## src/hdl/rhsi_pkg.sv

```systemverilog
`timescale 1ns / 1ps
// ----------------------------------------------------------------------------
// RGB to HSI conversion package
// Shared constants, the arctangent table and the flag bundle that travels
// alongside each item through the divider and CORDIC pipelines.
// ----------------------------------------------------------------------------
package rhsi_pkg;

  // Default component width and the reset value of the full-scale register.
  localparam int          COMPONENT_BITS_DEF = 8;
  localparam logic [7:0]  MAX_VALUE_RESET    = 8'd255;

  // Fraction bits of every result.
  localparam int Q_BITS = 16;

  // CORDIC geometry: angles are in units of 2^-24 turn.
  localparam int           CORDIC_STEPS = 22;
  localparam int           ZW           = 26;
  localparam logic [16:0]  SQRT3_Q16    = 17'd113512;
  localparam logic [24:0]  QUARTER_TURN = 25'd4194304;
  localparam logic [24:0]  HALF_TURN    = 25'd8388608;
  localparam logic [24:0]  FULL_TURN    = 25'd16777216;
  localparam logic [24:0]  HUE_ROUND    = 25'd128;

  // atan(2^-i) in units of 2^-24 turn.
  localparam logic [22:0] ATAN_TURNS [CORDIC_STEPS] = '{
    23'd2097152, 23'd1238021, 23'd654136, 23'd332050, 23'd166669, 23'd83416,
    23'd41718,   23'd20860,   23'd10430,  23'd5215,   23'd2608,   23'd1304,
    23'd652,     23'd326,     23'd163,    23'd81,     23'd41,     23'd20,
    23'd10,      23'd5,       23'd3,      23'd1
  };

  // Per-item flags carried beside the data path.
  typedef struct packed {
    logic x_neg;     // chroma x component is negative
    logic g_lt_b;    // green below blue, hue lies in the upper half turn
    logic gray;      // all three components equal
    logic int_sat;   // intensity quotient overflows 16 bits
    logic sat_full;  // saturation quotient overflows 16 bits
    logic sum_zero;  // black pixel
  } rhsi_flags_t;

  localparam int FLAGS_W = $bits(rhsi_flags_t);

endpackage

```

## src/hdl/rhsi_div.sv

```systemverilog
`timescale 1ns / 1ps
// ----------------------------------------------------------------------------
// Two-lane pipelined divider
// Restoring division, one quotient bit per stage, 16 stages. Each lane
// divides {hi, low} by den where hi < den, giving a 16-bit quotient.
// ----------------------------------------------------------------------------
module rhsi_div #(
  parameter int DW = 10,
  parameter int SW = 8
) (
  input  logic                                   clk,
  input  logic                                   rst,
  input  logic                                   en,
  input  logic                                   in_valid,
  input  logic [1:0][DW-1:0]                     in_hi,
  input  logic [1:0][DW-1:0]                     in_den,
  input  logic [1:0][rhsi_pkg::Q_BITS-1:0]       in_low,
  input  logic [SW-1:0]                          in_side,
  output logic                                   out_valid,
  output logic [1:0][rhsi_pkg::Q_BITS-1:0]       out_q,
  output logic [SW-1:0]                          out_side
);
  import rhsi_pkg::*;

  logic                         v    [0:Q_BITS];
  logic [1:0][DW-1:0]           rem  [0:Q_BITS];
  logic [1:0][DW-1:0]           den  [0:Q_BITS];
  logic [1:0][Q_BITS-1:0]       low  [0:Q_BITS];
  logic [1:0][Q_BITS-1:0]       quo  [0:Q_BITS];
  logic [SW-1:0]                side [0:Q_BITS];

  // Stage zero is the input.
  assign v[0]    = in_valid;
  assign rem[0]  = in_hi;
  assign den[0]  = in_den;
  assign low[0]  = in_low;
  assign quo[0]  = '0;
  assign side[0] = in_side;

  for (genvar k = 0; k < Q_BITS; k++) begin : g_stage
    logic [1:0][DW:0] sh;
    logic [1:0][DW:0] df;
    logic [1:0]       ge;

    // Bring down the next dividend bit and trial-subtract the divisor.
    always_comb begin
      for (int l = 0; l < 2; l++) begin
        sh[l] = {rem[k][l], low[k][l][Q_BITS-1]};
        df[l] = sh[l] - {1'b0, den[k][l]};
        ge[l] = (sh[l] >= {1'b0, den[k][l]});
      end
    end

    always_ff @(posedge clk) begin
      if (rst) begin
        v[k+1] <= 1'b0;
      end else if (en) begin
        v[k+1] <= v[k];
      end
    end

    always_ff @(posedge clk) begin
      if (en) begin
        for (int l = 0; l < 2; l++) begin
          rem[k+1][l] <= ge[l] ? df[l][DW-1:0] : sh[l][DW-1:0];
          low[k+1][l] <= {low[k][l][Q_BITS-2:0], 1'b0};
          quo[k+1][l] <= {quo[k][l][Q_BITS-2:0], ge[l]};
          den[k+1][l] <= den[k][l];
        end
        side[k+1] <= side[k];
      end
    end
  end

  assign out_valid = v[Q_BITS];
  assign out_q     = quo[Q_BITS];
  assign out_side  = side[Q_BITS];

endmodule

```

## config.mk

```make
export PLATFORM = sky130hd
export DESIGN_NAME = rhsi_div
export DESIGN_NICKNAME = d
export VERILOG_FILES = /design/src/hdl/rhsi_pkg.sv /design/src/hdl/rhsi_div.sv
export SDC_FILE = /design/constraint.sdc
export NUM_CORES = 2
export LEC_CHECK = 0
export BUFFER_PORTS_ARGS = -buffer_cell sky130_fd_sc_hd__buf_2
export CAP_MARGIN = 20
export CORE_MARGIN = 4
export CORE_UTILIZATION = 45
export DETAILED_ROUTE_END_ITERATION = 12
export GPL_TIMING_DRIVEN = 0
export PLACE_DENSITY_LB_ADDON = 0.1
export SLEW_MARGIN = 20
export SYNTH_ARGS = -nofsm -noshare
export SYNTH_HDL_FRONTEND = slang
export SYNTH_SLANG_ARGS = --single-unit
```

## constraint.sdc

```tcl
create_clock -name clk -period 3.7 [get_ports clk]
set_clock_uncertainty 0.2 [all_clocks]
set_input_delay 0.74 -clock clk [delete_from_list [all_inputs] [get_ports clk]]
set_output_delay 0.74 -clock clk [all_outputs]
set_load 0.05 [all_outputs]
```

**After elaboration in Yosys (flattened, before gate mapping)**

Cells that the tools add are included.

- Register bits after elaboration: 1256
- Output and inout bits: 41
- Word-level logic and storage cells: 246

- Add/sub/neg operators: 30
- Order comparisons: 32
- Muxes and demuxes: 30

Operators by type and width:

| kind | number |
|---|---|
| greater-or-equal comparator 11 x 10 -> 1 bit | 32 |
| two-way mux 10 bit | 30 |
| subtractor 10 bit | 30 |

**Longest topological paths before layout**

- Depth in word-level cells: 2
- Gate-level depth with buffers: 11

**Least setup slack after synthesis**

Ideal clock, no wire load.

- Path type: input to register
- Start: input port in_den[1] (netlist name)
- End: register rem, in the netlist g_stage[1].sh[2] (data pin)
- Arrival time: 2.648 ns
- Data required time: 3.240 ns
- Path slack: 0.591 ns
- Stages: 10
- Buffers on the path: 1
- Cell sequence: inv_1 ha_1 nor2b_1 o31a_1 o21a_1 a41oi_1 o21ai_1 a211o_1 buf_6 mux2_4

- Word-level cells in the longest chain between the ends: 2
- Elaborated cells on any way between the ends: 3
- Those cells by class: add/sub (1); order compare (1); mux (1)

Ends and longest elaborated chain:

| item | RTL line | source |
|---|---|---|
| from (decl) | rhsi_div.sv:16 | `input logic [1:0][DW-1:0] in_den,` |
| greater-or-equal comparator 11 x 10 -> 1 bit | rhsi_div.sv:50 | `ge[l] = (sh[l] >= {1'b0, den[k][l]});` |
| via g_stage[0].ge[0] | rhsi_div.sv:43 | `logic [1:0] ge;` |
| two-way mux 10 bit | rhsi_div.sv:65 | `rem[k+1][l] <= ge[l] ? df[l][DW-1:0] : sh[l][DW-1:0];` |
| to (signal, indexed assignment) | rhsi_div.sv:65 |  |
| to (decl) | rhsi_div.sv:26 | `logic [1:0][DW-1:0] rem [0:Q_BITS];` |

The timed path passes the listed nets, and every way through them passes these cells.
A chain may end at the register's enable or synchronous reset.

**Worst setup path after layout**

- Start: register den[151] (netlist name)
- End: register rem, in the netlist g_stage[10].sh[12] (data pin)

- Word-level cells in the longest chain between the ends: 2

Ends and longest elaborated chain:

| item | RTL line | source |
|---|---|---|
| from (decl) | rhsi_div.sv:27 | `logic [1:0][DW-1:0] den [0:Q_BITS];` |
| from (signal, indexed assignment) | rhsi_div.sv:68 | `den[k+1][l] <= den[k][l];` |
| greater-or-equal comparator 11 x 10 -> 1 bit | rhsi_div.sv:50 |  |
| two-way mux 10 bit | rhsi_div.sv:65 |  |

No other way between the ends.

==> summary.txt <==
status - complete, no violations
Pins Over Slew Limit - 0
Required @ worst endpoint - 3930 ps
Total Power - 48.4 mW
Post-Synth Adder-Cell Area - 8.37%
R2R Path Start - den[151]
Simple-Gate Fraction of Synth Area - 5.39%
CTS tree - built
drt drc - 0
Reg clk slew, reported paths - 60 ps
Clock Tree Buf Depth - 3
share of cells above drive strength 1 - 12.6%
total number of vias - 29300
met3 Usage GRT - 2.99%
r2r endpoint - g_stage[10].sh[12]
Multi-input gate area - 0.0155 sq mm
CTS buffer count - 141
I/O pin count - 125
H-tree depth - 4
vias in the first global route - 29700
Initial Utilization - 45.6%
crit path max fanout - 8
CP Capture Type - flip-flop
Finished Core Util - 52.3%
number of port buffers - 123
fillcell total - 10000
chip width - 358 um
Area Growth Syn to Fin - 14.6%
Max Cap Viol - 0
nets@finish - 4604
Total Routed Length - 86.1 mm
setup total negative slack - 0 ps
Hold Path Cell Cnt - 2
Relative slew margins - 41.4%
Worst Tran Pin Value - 871 ps
crit path launch type - flip-flop
Die ar. - 0.128 sq mm
mean post-synth cell area - 14.3 sq um
Die Y - 358 um
Achievable Freq - 0.294 GHz
Final Cycle Share - 91.8%
Row Count - 127
GR Util All Layers - 13.7%
area post-placement - 0.0579 sq mm
Max IR drop VDD - 0.541 mV
first-pass GRT wire length - 142 mm
Hold WS - 112 ps
leakage power - 24.4 nW
commonest cells after routing, fill and taps aside - edfxtp_1 (1240), inv_1 (384), ha_1 (320), a21oi_1 (248), o21ai_0 (235)
initial antenna violation count - 0
global route total overflow - 0
Final Setup Violations - 0
Final GP Congestion - 0.834
xor-xnor portion of the synthesized cell area - 3.09%
hold crit path type - primary input to flip-flop
grt peak-use layer - met2
RSZ-0062 raised after global routing - no
clock sink count - 1256
root buffer cell - clkbuf_16
Post-synth top flop - edfxtp_1
crit path DAT - 3630 ps
final instance area - 0.0630 sq mm
sequential area share after synthesis - 68.3%
Syn. warnings - 0
Post-CTS Setup Inserts - 0
Hold Path Sink - out_valid
Hold Crit Start - rst
CP Class - flip-flop to flip-flop
flop2flop setup slack - 300 ps
register area - 0.0376 sq mm
wire per inst - 14.6 um
Pwr per Cell Area - 768 mW/mm^2
largest net degree at the start of global routing - 141
Synth Net Count - 4269
cell count after synthesis - 3835
Post-synth EDFFs - 1240
Iteration-0 DRC Markers - 1479
HPWL after DPL - 58.8 mm
Detail Route Antenna Nets - 0
asr flop ratio synth - 0%
worst skew pair latency - 740 ps
met1 Use GR - 15.3%
R2R cell count - 8
post-synthesis mux area share - 3.35%
post-route minimum period - 3400 ps
# diodes - 0
most common cell after layout, fill and taps aside - edfxtp_1
Cell variety after synth - 50
post-synthesis compound-gate area fraction - 7.99%
synthesized flop and latch total - 1256
via density per instance - 4.97
Mapped Area - 0.0550 sq mm
met2 Usage GRT - 24.5%
Pre-antenna DRT Iters - 5
largest family of logic cells by synthesized area - adder cells
Fin. Hold Viols - 0
Core Footprint - 0.121 sq mm
==> layout make-up <==
| cell class | count | share of cell area (%) |
|---|---|---|
| clock inverters | 69 | 1.08 |
| flip-flops and latches | 1256 | 59.6 |
| repair buffers | 192 | 2.37 |
| well taps | 1612 | 3.20 |
| inverters | 384 | 2.29 |
| multi-input cells | 2113 | 24.6 |
| clock buffers | 179 | 6.09 |
| plain buffers | 82 | 0.776 |
==> cells by family (layout without fill, tap and decap cells) <==
kind of cell,Yosys count,count (layout)
XOR/XNOR,194,194
AND/OR/NAND/NOR,656,656
flip-flops,1256,1256
buffers and inverters,466,906
adder cells (fa/ha/maj),350,350
AO/OA/AOI/OAI,748,748
multiplexers,165,165
==> routing by layer <==
metal / wire length, um / vias up
li1: - / 14800
met1: 34800 / 13800
met2: 44100 / 400
met3: 3220 / 209
met4: 4030 / 0
met5: 0 / -
==> sequential cells by signal (all words and copies together), names as in the netlist <==
register	flops
out_side	8
v	15
den	300
g_stage.sh	330
out_q	32
quo	240
side	120
low	210
out_valid	1
==> worst max path at each step <==
stage,from,to
finish,den[151],g_stage[10].sh[12]
floorplan,in_den[1],g_stage[1].sh[2]
global route,den[151],g_stage[10].sh[14]
detailed placement,en,out_q[17]
global placement,en,v[10]
CTS,den[151],g_stage[10].sh[14]
==> worst max-delay path, cell delays in order, from the launching register on <==
cell and delay (ps):
edfxtp_1 570, inv_1 140, ha_1 330, nor2b_1 150, nor3_1 180, o21bai_1 140, a31o_2 310, o21ai_2 370
mux2i_1 700
==> stage by stage <==
stage / worst slack [ps] / instances
4_1_cts: 227 / 5887
2_1_floorplan: 591 / 3835
3_3_place_gp: -18110 / 5570
3_5_place_dp: -324 / 5580
6_report: 304 / 5887
5_1_grt: 207 / 5887
==> cell usage after synthesis, types with 3 or more instances <==
cell type  instances  area share [%]
edfxtp_1        1240              68
inv_1            384             2.6
ha_1             320             7.3
a21oi_1          248             2.3
o21ai_0          235             2.1
nand2_1          217             1.5
nor2_1           216             1.5
mux2_2           122             2.5
xnor2_1          112             1.8
xor2_1            82             1.3
a21o_1            55            0.75
a211oi_1          44            0.60
nand3_1           44            0.40
buf_4             40            0.55
nor3_1            37            0.34
mux2i_1           35            0.64
a31oi_1           34            0.39
nor2b_1           31            0.35
fa_1              30             1.1
nand2b_1          27            0.31
nand4_1           24            0.27
buf_2             19            0.17
clkbuf_1          19            0.13
o211ai_1          18            0.25
a211o_1           17            0.27
dfxtp_1           16            0.58
o21ai_1           15            0.14
o21bai_1          15            0.20
a31o_2            14            0.22
and2_1            14            0.16
and3_1            14            0.16
o31ai_1           14            0.19
or4_1             14            0.19
a2bb2oi_1         13            0.21
o21a_1            12            0.16
mux2_4             8            0.22
nor3b_1            7           0.096
or3b_2             7            0.11
a2111oi_0          3           0.048
a21boi_0           3           0.041
buf_1              3           0.020
o31a_1             3           0.048
==> power by group <==
| part | internal (mW) | switching (mW) | total, mW |
|---|---|---|---|
| sequential | 19.3 | 1.10 | 20.4 |
| clock | 8.22 | 5.32 | 13.5 |
| combinational | 6.44 | 8.02 | 14.5 |
| total | 34.0 | 14.4 | 48.4 |
==> what timing repair did <==
item	4_1_cts	5_1_grt
hold buffers	59	0
resized for setup	1	0
hold endpoints to repair	59	0
endpoints found under the setup margin	1	0
Note: power is estimated with default switching activity, not from simulation.
